[src/sv/fscgs_pkg.sv]
// Shared types, constants and the CV code function of the step sequencer.
package fscgs_pkg;

  localparam int VAL_W      = 6;
  localparam int IN_DATA_W  = 8;
  localparam int OUT_DATA_W = 24;
  localparam int IN_ITEM_W  = 5;
  localparam int RES_W      = 21;

  localparam logic [11:0] CV_MAX   = 12'd4095;
  localparam logic [15:0] CV_RECIP = 16'd34953;
  localparam logic [15:0] CV_BIAS  = 16'd7;

  typedef struct packed {
    logic              gate_b;
    logic              gate_a;
    logic              encoder_press;
    logic signed [1:0] encoder_delta;
  } in_item_t;

  typedef struct packed {
    logic        editing;
    logic [3:0]  cursor_slot;
    logic [2:0]  current_step;
    logic        gate_out;
    logic [11:0] cv_code;
  } res_t;

  // round(v * 1024 / 15) = floor((v * 1024 + 7) / 15), saturated
  function automatic logic [11:0] cv_of(input logic [VAL_W-1:0] v);
    logic [15:0] m;
    logic [31:0] p;
    logic [12:0] q;
    m = {v, 10'd0} + CV_BIAS;
    p = 32'(m) * 32'(CV_RECIP);
    q = p[31:19];
    return (q > 13'(CV_MAX)) ? CV_MAX : q[11:0];
  endfunction

endpackage

[src/sv/five_step_cv_gate_sequencer_unit.sv]
// Top level of the five-step CV/gate step sequencer.
// Each input word is one control scan: in_tdata carries the encoder delta,
// the encoder press edge and the two gate trigger edges. Each accepted word
// produces exactly one result word on the out_ channel with the DAC code of
// the playing step, the one-scan gate pulse, the playing step, the menu
// cursor and the edit flag, all as they stand after that scan.
// A word accepted into the input register passes through the scan logic into the
// output register when it is free, and is then presented on out_tvalid.
// Throughput: one word per cycle while the receiver keeps out_tready high;
// the scan update is one logic pass between the input and result registers.
// Reset (rst_n low, synchronous) clears all step values and trigger flags,
// the playing step, the cursor and edit mode, and empties both registers.
// When the receiver stalls, the result word holds in the output register,
// one more word waits in the input register, and in_tready then drops until
// out_tready returns.
module five_step_cv_gate_sequencer_unit #(
  parameter int NUM_STEPS    = 5,
  parameter int MAX_SEMITONE = 60
) (
  input  logic                             clk,
  input  logic                             rst_n,
  input  logic                             in_tvalid,
  output logic                             in_tready,
  // [1:0] encoder_delta, [2] encoder_press, [3] gate_a, [4] gate_b, [7:5] zero
  input  logic [fscgs_pkg::IN_DATA_W-1:0]  in_tdata,
  output logic                             out_tvalid,
  input  logic                             out_tready,
  // [11:0] cv_code, [12] gate_out, [15:13] current_step, [19:16] cursor_slot,
  // [20] editing, [23:21] zero
  output logic [fscgs_pkg::OUT_DATA_W-1:0] out_tdata
);
  import fscgs_pkg::*;

  logic     adv;
  logic     item_valid;
  logic     fire;
  in_item_t item;
  res_t     res;

  assign fire = item_valid && adv;

  fscgs_in_stage u_in (
    .clk        (clk),
    .rst_n      (rst_n),
    .in_tvalid  (in_tvalid),
    .in_tready  (in_tready),
    .in_tdata   (in_tdata),
    .adv        (adv),
    .item_valid (item_valid),
    .item       (item)
  );

  fscgs_core #(
    .NUM_STEPS    (NUM_STEPS),
    .MAX_SEMITONE (MAX_SEMITONE)
  ) u_core (
    .clk   (clk),
    .rst_n (rst_n),
    .fire  (fire),
    .item  (item),
    .res   (res)
  );

  fscgs_out_stage u_out (
    .clk        (clk),
    .rst_n      (rst_n),
    .fire       (fire),
    .res        (res),
    .adv        (adv),
    .out_tvalid (out_tvalid),
    .out_tready (out_tready),
    .out_tdata  (out_tdata)
  );

endmodule

[src/sv/fscgs_in_stage.sv]
// Input register stage: holds one accepted word until the core takes it.
module fscgs_in_stage (
  input  logic                      clk,
  input  logic                      rst_n,
  input  logic                      in_tvalid,
  output logic                      in_tready,
  input  logic [fscgs_pkg::IN_DATA_W-1:0] in_tdata,
  input  logic                      adv,
  output logic                      item_valid,
  output fscgs_pkg::in_item_t       item
);
  import fscgs_pkg::*;

  logic     valid_r, valid_nxt;
  in_item_t item_r;

  assign in_tready = !valid_r || adv;

  always_comb begin
    valid_nxt = valid_r;
    if (in_tready) begin
      valid_nxt = in_tvalid;
    end
  end

  always_ff @(posedge clk) begin
    if (!rst_n) begin
      valid_r <= 1'b0;
    end else begin
      valid_r <= valid_nxt;
    end
  end

  always_ff @(posedge clk) begin
    if (in_tvalid && in_tready) begin
      item_r <= in_item_t'(in_tdata[IN_ITEM_W-1:0]);
    end
  end

  assign item_valid = valid_r;
  assign item       = item_r;

endmodule

[src/sv/fscgs_core.sv]
// Sequencer state and next-state logic: cursor, edit mode, step lanes, play step.
module fscgs_core #(
  parameter int NUM_STEPS    = 5,
  parameter int MAX_SEMITONE = 60
) (
  input  logic                clk,
  input  logic                rst_n,
  input  logic                fire,
  input  fscgs_pkg::in_item_t item,
  output fscgs_pkg::res_t     res
);
  import fscgs_pkg::*;

  localparam int SLOTS  = 2 * NUM_STEPS;
  localparam int CUR_W  = $clog2(SLOTS);
  localparam int STEP_W = $clog2(NUM_STEPS);
  localparam int SW     = CUR_W + 2;
  localparam int VW     = VAL_W + 2;

  logic [CUR_W-1:0]  cursor_r, cursor_nxt;
  logic              edit_r, edit_nxt;
  logic [STEP_W-1:0] play_r, play_nxt;
  logic [VAL_W-1:0]  val_r [NUM_STEPS];
  logic [VAL_W-1:0]  val_nxt [NUM_STEPS];
  logic              flag_r [NUM_STEPS];
  logic              flag_nxt [NUM_STEPS];

  logic signed [SW-1:0] cur_sum;
  logic signed [SW-1:0] cur_wrap;
  logic [CUR_W-1:0]     cur_browse;
  logic                 on_value;
  logic [CUR_W-1:0]     edit_idx;
  logic [CUR_W-1:0]     flag_idx;
  logic signed [VW-1:0] val_sum;
  logic [VAL_W-1:0]     play_val;
  logic                 gate;
  logic                 pulse;
  logic [STEP_W+2:0]    step_ext;
  logic [CUR_W+3:0]     cur_ext;

  assign gate = item.gate_a | item.gate_b;

  always_comb begin
    cur_sum = $signed({2'b00, cursor_r}) + SW'(item.encoder_delta);
    if (cur_sum < 0) begin
      cur_wrap = cur_sum + SW'(SLOTS);
    end else if (cur_sum >= SW'(SLOTS)) begin
      cur_wrap = cur_sum - SW'(SLOTS);
    end else begin
      cur_wrap = cur_sum;
    end
    cur_browse = cur_wrap[CUR_W-1:0];
    on_value   = cur_browse < CUR_W'(NUM_STEPS);
    edit_idx   = (cursor_r < CUR_W'(NUM_STEPS)) ? cursor_r : cursor_r - CUR_W'(NUM_STEPS);
    flag_idx   = cur_browse - CUR_W'(NUM_STEPS);
  end

  always_comb begin
    if (edit_r) begin
      cursor_nxt = cursor_r;
      edit_nxt   = !item.encoder_press;
    end else begin
      cursor_nxt = cur_browse;
      edit_nxt   = on_value && item.encoder_press;
    end
  end

  always_comb begin
    val_sum = '0;
    for (int i = 0; i < NUM_STEPS; i++) begin
      val_nxt[i]  = val_r[i];
      flag_nxt[i] = flag_r[i];
      if (edit_r && edit_idx == CUR_W'(i)) begin
        val_sum = $signed({2'b00, val_r[i]}) + VW'(item.encoder_delta);
        if (val_sum < 0) begin
          val_nxt[i] = '0;
        end else if (val_sum > VW'(MAX_SEMITONE)) begin
          val_nxt[i] = VAL_W'(MAX_SEMITONE);
        end else begin
          val_nxt[i] = val_sum[VAL_W-1:0];
        end
      end
      if (!edit_r && !on_value && item.encoder_press && flag_idx == CUR_W'(i)) begin
        flag_nxt[i] = !flag_r[i];
      end
    end
  end

  always_comb begin
    play_nxt = play_r;
    if (gate) begin
      play_nxt = (play_r == STEP_W'(NUM_STEPS - 1)) ? '0 : play_r + 1'b1;
    end
    pulse    = gate && flag_nxt[play_nxt];
    play_val = val_nxt[play_nxt];
  end

  always_comb begin
    step_ext         = {3'b000, play_nxt};
    cur_ext          = {4'b0000, cursor_nxt};
    res.cv_code      = cv_of(play_val);
    res.gate_out     = pulse;
    res.current_step = step_ext[2:0];
    res.cursor_slot  = cur_ext[3:0];
    res.editing      = edit_nxt;
  end

  always_ff @(posedge clk) begin
    if (!rst_n) begin
      cursor_r <= '0;
      edit_r   <= 1'b0;
      play_r   <= '0;
      for (int i = 0; i < NUM_STEPS; i++) begin
        val_r[i]  <= '0;
        flag_r[i] <= 1'b0;
      end
    end else if (fire) begin
      cursor_r <= cursor_nxt;
      edit_r   <= edit_nxt;
      play_r   <= play_nxt;
      for (int i = 0; i < NUM_STEPS; i++) begin
        val_r[i]  <= val_nxt[i];
        flag_r[i] <= flag_nxt[i];
      end
    end
  end

endmodule

[src/sv/fscgs_out_stage.sv]
// Result register: holds one result word until the receiver takes it.
module fscgs_out_stage (
  input  logic                             clk,
  input  logic                             rst_n,
  input  logic                             fire,
  input  fscgs_pkg::res_t                  res,
  output logic                             adv,
  output logic                             out_tvalid,
  input  logic                             out_tready,
  output logic [fscgs_pkg::OUT_DATA_W-1:0] out_tdata
);
  import fscgs_pkg::*;

  logic valid_r, valid_nxt;
  res_t res_r;

  assign adv = !valid_r || out_tready;

  always_comb begin
    valid_nxt = valid_r;
    if (adv) begin
      valid_nxt = fire;
    end
  end

  always_ff @(posedge clk) begin
    if (!rst_n) begin
      valid_r <= 1'b0;
    end else begin
      valid_r <= valid_nxt;
    end
  end

  always_ff @(posedge clk) begin
    if (fire) begin
      res_r <= res;
    end
  end

  assign out_tvalid = valid_r;
  assign out_tdata  = {(OUT_DATA_W - RES_W)'(0), res_r};

endmodule

[config.mk]
export PLATFORM = sky130hd
export DESIGN_NAME = five_step_cv_gate_sequencer_unit
export DESIGN_NICKNAME = d
export VERILOG_FILES = /design/src/sv/fscgs_pkg.sv /design/src/sv/five_step_cv_gate_sequencer_unit.sv /design/src/sv/fscgs_in_stage.sv /design/src/sv/fscgs_core.sv /design/src/sv/fscgs_out_stage.sv
export SDC_FILE = /design/constraint.sdc
export NUM_CORES = 1
export LEC_CHECK = 0
export ABC_AREA = 1
export BUFFER_PORTS_ARGS = -buffer_cell sky130_fd_sc_hd__buf_2
export CORE_ASPECT_RATIO = 2
export CORE_UTILIZATION = 40
export DETAILED_ROUTE_END_ITERATION = 10
export GPL_TIMING_DRIVEN = 0
export SETUP_SLACK_MARGIN = 0.02
export SLEW_MARGIN = 30
export SYNTH_ARGS = -nofsm -noshare
export SYNTH_HDL_FRONTEND = slang
export SYNTH_SLANG_ARGS = --single-unit
[constraint.sdc]
create_clock -name clk -period 9.9 [get_ports clk]
set_input_delay 0.99 -clock clk [delete_from_list [all_inputs] [get_ports clk]]
set_output_delay 0.99 -clock clk [all_outputs]
set_load 0.005 [all_outputs]
Word-level counts from Yosys, hierarchy flattened
Memory sizes are Yosys's and may differ from the RTL's.
Index checks and enable logic that the tools add are counted.
{ "totals": {"word_cells": 143, "in_bits": 12, "ramBits": 35, "reg_bits": 36, "memories": 2, "out_inout_bits": 26} }
{ "memory_table": {"columns": ["name", "depth", "word_bits", "rd", "rd_clocked_by_memory_dff", "write_ports", "line", "source"], "rows": [
  ["u_core.val_r", 5, 6, 5, 0, 5, "fscgs_core.sv:23", "logic [VAL_W-1:0] val_r [NUM_STEPS];"],
  ["u_core.flag_r", 5, 1, 5, 0, 5, "fscgs_core.sv:25", "logic flag_r [NUM_STEPS];"]
]} }
{ "classes": {"muxes": 47, "n_reduce_logical": 30, "order_cmp": 16, "n_addsub": 12, "n_bitwise": 12, "multipliers": 1, "eq_ne": 9} }
{ "ops": {"columns": ["cell", "count"], "rows": [
  ["two-way mux 6 bit", 22],
  ["adder 7 x 2 -> 8 bit", 5],
  ["greater-than comparator 8 x 7 -> 1 bit (second input constant)", 5],
  ["less-than comparator 8 x 1 -> 1 bit (second input constant)", 5],
  ["multiplier 16 x 16 -> 32 bit (second input constant)", 1],
  ["binary-select mux 6 bit (select 3 bit)", 1],
  ["two-way mux 1 bit", 17],
  ["adder 16 x 3 -> 16 bit (second input constant)", 1],
  ["equality test 4 x 2 -> 1 bit (second input constant)", 4],
  ["logical AND 1 bit", 16],
  ["two-way mux 4 bit", 4],
  ["greater-than comparator 13 x 12 -> 1 bit (second input constant)", 1],
  ["bitwise OR 1 bit", 11],
  ["logical NOT 1 bit", 10],
  ["equality test 4 x 1 -> 1 bit (second input constant)", 2],
  ["equality test 4 x 3 -> 1 bit (second input constant)", 2],
  ["logical NOT 4 bit", 2],
  ["less-than comparator 4 x 3 -> 1 bit (second input constant)", 2],
  ["subtractor 4 x 3 -> 4 bit (second input constant)", 2],
  ["adder 5 x 2 -> 6 bit", 1],
  [">= comparator 6 x 5 -> 1 bit (second input constant)", 1],
  ["less-than comparator 6 x 1 -> 1 bit (second input constant)", 1],
  ["two-way mux 3 bit", 2],
  ["adder 4 bit (second input constant)", 1],
  ["other kinds (7)", 8]
]} }

Depth between registers and ports, before layout
{ "logic_depth": {"ltp_word": 14, "depth_mapped": 35, "depth_no_buf": 35} }

By module
From an unflattened synthesis, not the netlist that was laid out.
{ "unflattened": {"hier_cells": 946, "hier_area_um2": 6872.8} }
{ "by_module_without_submodules": {"columns": ["mod", "area_per_inst_um2", "seq_area_each_um2", "cells_each", "instances"], "rows": [
  ["fscgs_core", 5960.7, 1211.2, 901, 1],
  ["fscgs_out_stage", 703.2, 650.6, 31, 1],
  ["fscgs_in_stage", 201.4, 170.2, 12, 1],
  ["five_step_cv_gate_sequencer_unit", 7.5, 0.0, 2, 1]
]} }

Worst setup path after synthesis
No wires, ideal clock.
{ "synth_path": {"kind": "register -> register", "from": "register u_in.item_r, in the netlist u_in.item[1]", "to": "register u_out.res_r, in the netlist u_out.out_tdata[0], data pin", "arrival_ps": 5661, "setup_time_ps": 255, "stages_incl_launch_ff": 30, "path_slack_ps": 3983, "cell_sequence": "edfxtp_1 > ha_1 > a21oi_1 > nand2_1 > a21oi_1 > nand2_1 > nand2_1 > inv_1 > a21oi_1 > nand2_1 > a32oi_1 > nand2_1 > nand3_1 > o221ai_1 > nand2_1 > o21a_1 > inv_1 > fa_1 > ha_1 > ha_1 > ha_1 > nand2_1 > nor2_1 > nor2_1 > o21ai_0 > a21boi_0 > nand2_2 > xnor2_2 > buf_6 > nand2_2"} }
{ "synth_between": {"elab_chain_len": 11} }
{ "synth_lines": {"columns": ["element", "line", "source"], "rows": [
  ["start, declared", "fscgs_in_stage.sv:15", "in_item_t item_r;"],
  ["start signal, assigned", "fscgs_in_stage.sv:36", "item_r <= in_item_t'(in_tdata[IN_ITEM_W-1:0]);"],
  ["adder 7 x 2 -> 8 bit", "fscgs_core.sv:74", "val_sum = $signed({2'b00, val_r[i]}) + VW'(item.encoder_delta);"],
  ["greater-than comparator 8 x 7 -> 1 bit", "fscgs_core.sv:77", "end else if (val_sum > VW'(MAX_SEMITONE)) begin"],
  ["two-way mux 6 bit", "fscgs_core.sv:77", null],
  ["two-way mux 6 bit", "fscgs_core.sv:75", "if (val_sum < 0) begin"],
  ["two-way mux 6 bit", "fscgs_core.sv:73", "if (edit_r && edit_idx == CUR_W'(i)) begin"],
  ["binary-select mux 6 bit (select 3 bit) *", "fscgs_core.sv:95", "play_val = val_nxt[play_nxt];"],
  ["two-way mux 6 bit (not written as such) * (2 in a row)", "fscgs_core.sv:95", null],
  ["adder 16 x 3 -> 16 bit *", "fscgs_pkg.sv:34", "m = {v, 10'd0} + CV_BIAS;"],
  ["multiplier 16 x 16 -> 32 bit *", "fscgs_pkg.sv:35", "p = 32'(m) * 32'(CV_RECIP);"],
  ["greater-than comparator 13 x 12 -> 1 bit", "fscgs_pkg.sv:37", "return (q > 13'(CV_MAX)) ? CV_MAX : q[11:0];"],
  ["end signal, assigned", "fscgs_out_stage.sv:36", "res_r <= res;"],
  ["end, declared", "fscgs_out_stage.sv:15", "res_t res_r;"]
]} }
Mark *: on every way between the ends. The rest lies on a longest branch, timed or not. The select of a mux whose other input is x is not followed.
A chain may end at the register's enable or synchronous reset.

Final worst setup path
{ "layout_path": {"from": "register u_in.item_r, in the netlist u_in.item[1]", "to": "register u_out.res_r, in the netlist u_out.out_tdata[7], data pin"} }
Same word-level chain as after synthesis.

==> reports/qor_table.md <==
| Step | Parameter | Value |
|:---|:---|:---|
| run status | Result of the run | finished clean |
| layout | Fraction of final layout cells with drive strength greater than 1 | 13.4% |
| cts | Setup Fix Bufs, Post-CTS | 0 |
| sta | RSZ-0062 raised after global routing | no |
| sta | Number of slew-limit violations in the final report | 0 |
| power and ir drop | Power per cell area | 159 nW/um^2 |
| floorplanning | Horizontal die dimension | 95.5 um |
| sta | Final-report setup violation count | 0 |
| cts | Hold bufs inserted after CTS | 0 |
| layout | Most common library cell in the layout ignoring fill and taps | sky130_fd_sc_hd__nand2_1 |
| routing | Sum of routed wire length over all layers | 18.0 mm |
| cts | Post-cts sizing count | 0 |
| routing | Remaining number of nets flagged by the antenna check after routing | 0 |
| critical path | Type of the worst setup path | flip-flop to flip-flop |
| sta | Headroom to the max-slew limit | 44.4% |
| sta | Achievable clock frequency | 149 MHz |
| power and ir drop | Static leakage power | 3.85 nW |
| cts | Clock latency reported for the late side of the worst-skew pair | 0.34 ns |
| job | Max-cap violations | 0 |
| critical path | Max stage delay on crit path | 0.63 ns |
| cts | Clock-pin slew on the worst setup and hold paths | 0.07 ns |
| layout | Most frequent cells in the layout | sky130_fd_sc_hd__nand2_1 (240), sky130_fd_sc_hd__inv_1 (129), sky130_fd_sc_hd__nand3_1 (83) |
| routing | Per-cell via count in the routed design | 5.19 |
| global route | GRT Util Overall | 21.2% |
| cts | Count of H-tree levels built during CTS | 3 |
| routing | # DRC | 0 |
| cts | Number of buffers created by CTS | 9 |
| global route | Maximum number of pins on one net before global-route repair | 43 |
| power and ir drop | Design Power | 0.00124 W |
| global route | Antenna violations before repair | 0 |
| global route | Global-route wire length before repair | 29.4 mm |
| synth | Commonest register cell after synthesis | sky130_fd_sc_hd__edfxtp_1 |
| sta | Worst hold slack | 0.511 ns |
| sta | Worst Tran Pin Value | 0.834 ns |
| routing | Via Count | 6228 |
| critical path | CP Capture Type | flip-flop |
| cts | TritonCTS Sinks | 71 |
| critical path | Arr. time, crit path | 6.81 ns |
| critical path | Crit-path most repeated cell | sky130_fd_sc_hd__nand2_1 |
| global route | Vias in the first global route | 6344 |
| power and ir drop | Worst ir drop on vdd | 0.111 mV |
| layout | Reg area | 2030 um^2 |
| layout | Fill cells | 1790 |
| synth | Count of mapped cells out of synthesis | 940 |
| synth | Share of flip-flops with an asynchronous set or reset after synthesis | 0% |
| synth | Mean area per synthesized cell | 7.44 um^2 |
| critical path | Worst EP required | 9.99 ns |
| placed design | GP Congestion | 0.842 |
| floorplanning | Die Ht | 189 um |
| critical path | Maximum net fanout on the critical path | 13 |
| placed design | HPWL after DPL | 15.1 mm |
| global route | Overflow left after global routing | 0 |
| floorplanning | Num ports | 38 |
| floorplanning | Starting utilization of the core area | 40.7% |
| critical path | Critical Path Start Type | flip-flop |
| placed design | Count of input and output buffers | 30 |
| layout | Antenna Cells | 0 |
| sta | Final critical-path setup slack | 3.19 ns |
| synth | Synth warnings | 0 |
| layout | Area overhead of the layout relative to synthesis | 10.9% |
| sta | Final-layout setup total negative slack | 0 ns |
| floorplanning | Die footprint | 18100 um^2 |
| sta | Final Hold Violating Endpoints | 0 |
| layout | Area of the multi-input gates | 4360 um^2 |
| synth | Number of register bits inferred by synthesis | 71 |
| cts | Max clock buf depth | 2 |
| critical path | Slowest cell on crit path | sky130_fd_sc_hd__edfxtp_1 |
| min path | Type of the tightest min-delay check | flip-flop to flip-flop |
| layout | Finished Core Util | 45.1% |
| routing | Router iterations before antenna repair | 4 |
| synth | Post-synth cell types | 57 |
| sta | Final setup skew | 0.00689 ns |
| cts | Cell chosen for the clock root | sky130_fd_sc_hd__clkbuf_16 |
| floorplanning | Placeable core area | 17200 um^2 |
| layout | Fin nets | 1088 |
| sta | Final critical delay including setup and external delays | 6.71 ns |
| cts | Clock tree from TritonCTS | done |
| floorplanning | Row cnt | 68 |
| placed design | Post-place setup slack | 3.18 ns |
| sta | Period utilisation layout | 67.8% |
| synth | Post-synth EDFFs | 61 |
| synth | Post-synth design cell area | 6990 um^2 |
| routing | Iter 0 DRT Violations | 222 |
| synth | Portion of the post-synthesis area used by sequential elements | 29.1% |
| routing | WL per Instance | 15.0 um |
[through the flow]
stage | instance area, um^2 | std cells
4_1_cts | 7760 | 1201
6_report | 7760 | 1201
2_1_floorplan | 7000 | 942
5_1_grt | 7760 | 1201
3_5_place_dp | 7460 | 1185
3_3_place_gp | 7410 | 1182
[routing by layer]
layer  up-vias  global-route usage [%]  wire length [um]
met5         -                       0                 0
met4         0                    11.7               893
met3        46                    1.53               292
met2        97                    43.8             10700
met1      2880                    18.9              6070
li1       3205                       -                 -
[worst max-delay path, delay by kind of cell (launching register included)]
kind	cells	cell delay, ns
AO/OA/AOI/OAI	10	1.99
adder cells (fa/ha/maj)	5	1.63
AND/OR/NAND/NOR	9	1.07
buffers and inverters	5	0.77
flip-flops	1	0.63
XOR/XNOR	1	0.30
[layout make-up]
type | count | share of cell area, %
buffer | 12 | 1.02
clock buffer | 9 | 2.90
clock inverter | 7 | 0.920
inverter | 142 | 6.90
multi-input combinational | 717 | 56.3
sequential | 71 | 26.2
tap | 210 | 3.39
timing repair buffer | 33 | 2.42
[flip-flops by register name, summed over array words and instances (netlist names)]
name,flops
u_out.out_tvalid,1
u_core.val_r,30
u_in.item,5
u_in.item_valid,1
u_out.out_tdata,21
u_core.edit_r,1
u_core.play_r,3
u_core.cursor_r,4
u_core.flag_r,5
[report_power, final]
part	switching, W	internal [W]
registers	0.0000151	0.000362
logic	0.000344	0.000187
clock network	0.000148	0.000180
total	0.000507	0.000729
[cells in the mapped netlist (2+ instances only)]
| library cell | n | area (um^2) |
|---|---|---|
| sky130_fd_sc_hd__a21oi_4 | 5 | 81.3 |
| sky130_fd_sc_hd__nand3b_1 | 5 | 37.5 |
| sky130_fd_sc_hd__inv_2 | 10 | 37.5 |
| sky130_fd_sc_hd__nor3_1 | 6 | 30.0 |
| sky130_fd_sc_hd__o22ai_1 | 4 | 25.0 |
| sky130_fd_sc_hd__o21ai_1 | 3 | 15.0 |
| sky130_fd_sc_hd__dfxtp_1 | 10 | 200 |
| sky130_fd_sc_hd__nor2_2 | 8 | 50.1 |
| sky130_fd_sc_hd__nand2_1 | 241 | 905 |
| sky130_fd_sc_hd__a31oi_1 | 2 | 12.5 |
| sky130_fd_sc_hd__edfxtp_1 | 61 | 1830 |
| sky130_fd_sc_hd__nor2_4 | 3 | 33.8 |
| sky130_fd_sc_hd__or2_1 | 2 | 12.5 |
| sky130_fd_sc_hd__o221ai_1 | 2 | 17.5 |
| sky130_fd_sc_hd__a21oi_1 | 65 | 325 |
| sky130_fd_sc_hd__a22oi_2 | 2 | 25.0 |
| sky130_fd_sc_hd__clkbuf_1 | 5 | 18.8 |
| sky130_fd_sc_hd__xor2_1 | 11 | 96.3 |
| sky130_fd_sc_hd__buf_4 | 4 | 30.0 |
| sky130_fd_sc_hd__or2_2 | 2 | 12.5 |
| sky130_fd_sc_hd__a21oi_2 | 2 | 17.5 |
| sky130_fd_sc_hd__xnor2_1 | 6 | 52.6 |
| sky130_fd_sc_hd__nand3_2 | 6 | 60.1 |
| sky130_fd_sc_hd__o21a_1 | 2 | 15.0 |
| sky130_fd_sc_hd__a22oi_1 | 6 | 45.0 |
| sky130_fd_sc_hd__nand3_1 | 83 | 415 |
| sky130_fd_sc_hd__fa_1 | 8 | 160 |
| sky130_fd_sc_hd__o21ai_0 | 26 | 130 |
| sky130_fd_sc_hd__a21o_1 | 3 | 22.5 |
| sky130_fd_sc_hd__nand2_2 | 29 | 181 |
| sky130_fd_sc_hd__nor2_1 | 69 | 259 |
| sky130_fd_sc_hd__nand4_1 | 8 | 50.1 |
| sky130_fd_sc_hd__inv_1 | 130 | 488 |
| sky130_fd_sc_hd__o211ai_1 | 2 | 15.0 |
| sky130_fd_sc_hd__a32oi_1 | 5 | 43.8 |
| sky130_fd_sc_hd__ha_1 | 82 | 1030 |
| sky130_fd_sc_hd__nand2_4 | 2 | 22.5 |
[path summary, 6_finish.rpt]
kind                                       from                                to  slack, ns  depth (start not counted)
setup / recovery         u_in.item[1]$_DFFE_PP_  u_out.out_tdata[7]$_SDFFCE_PN1P_       3.19                         30
hold reg to reg   u_out.out_tvalid$_SDFFE_PN0P_     u_out.out_tvalid$_SDFFE_PN0P_       0.51                          2
setup reg to reg         u_in.item[1]$_DFFE_PP_  u_out.out_tdata[7]$_SDFFCE_PN1P_       3.19                         30
hold / removal    u_out.out_tvalid$_SDFFE_PN0P_     u_out.out_tvalid$_SDFFE_PN0P_       0.51                          2
[logic make-up after synthesis]
group                      synth area share, %
and+or+nand+nor                           30.3
other                                   0.0536
xor gates and xnor gates                  2.59
muxes                                    0.143
adders and majority gates                 17.0
buffers and inverters                     8.78
AOI/OAI and AO/OA                         12.1
DFF                                       29.1
No activity file was read; power rests on OpenSTA's default activity.
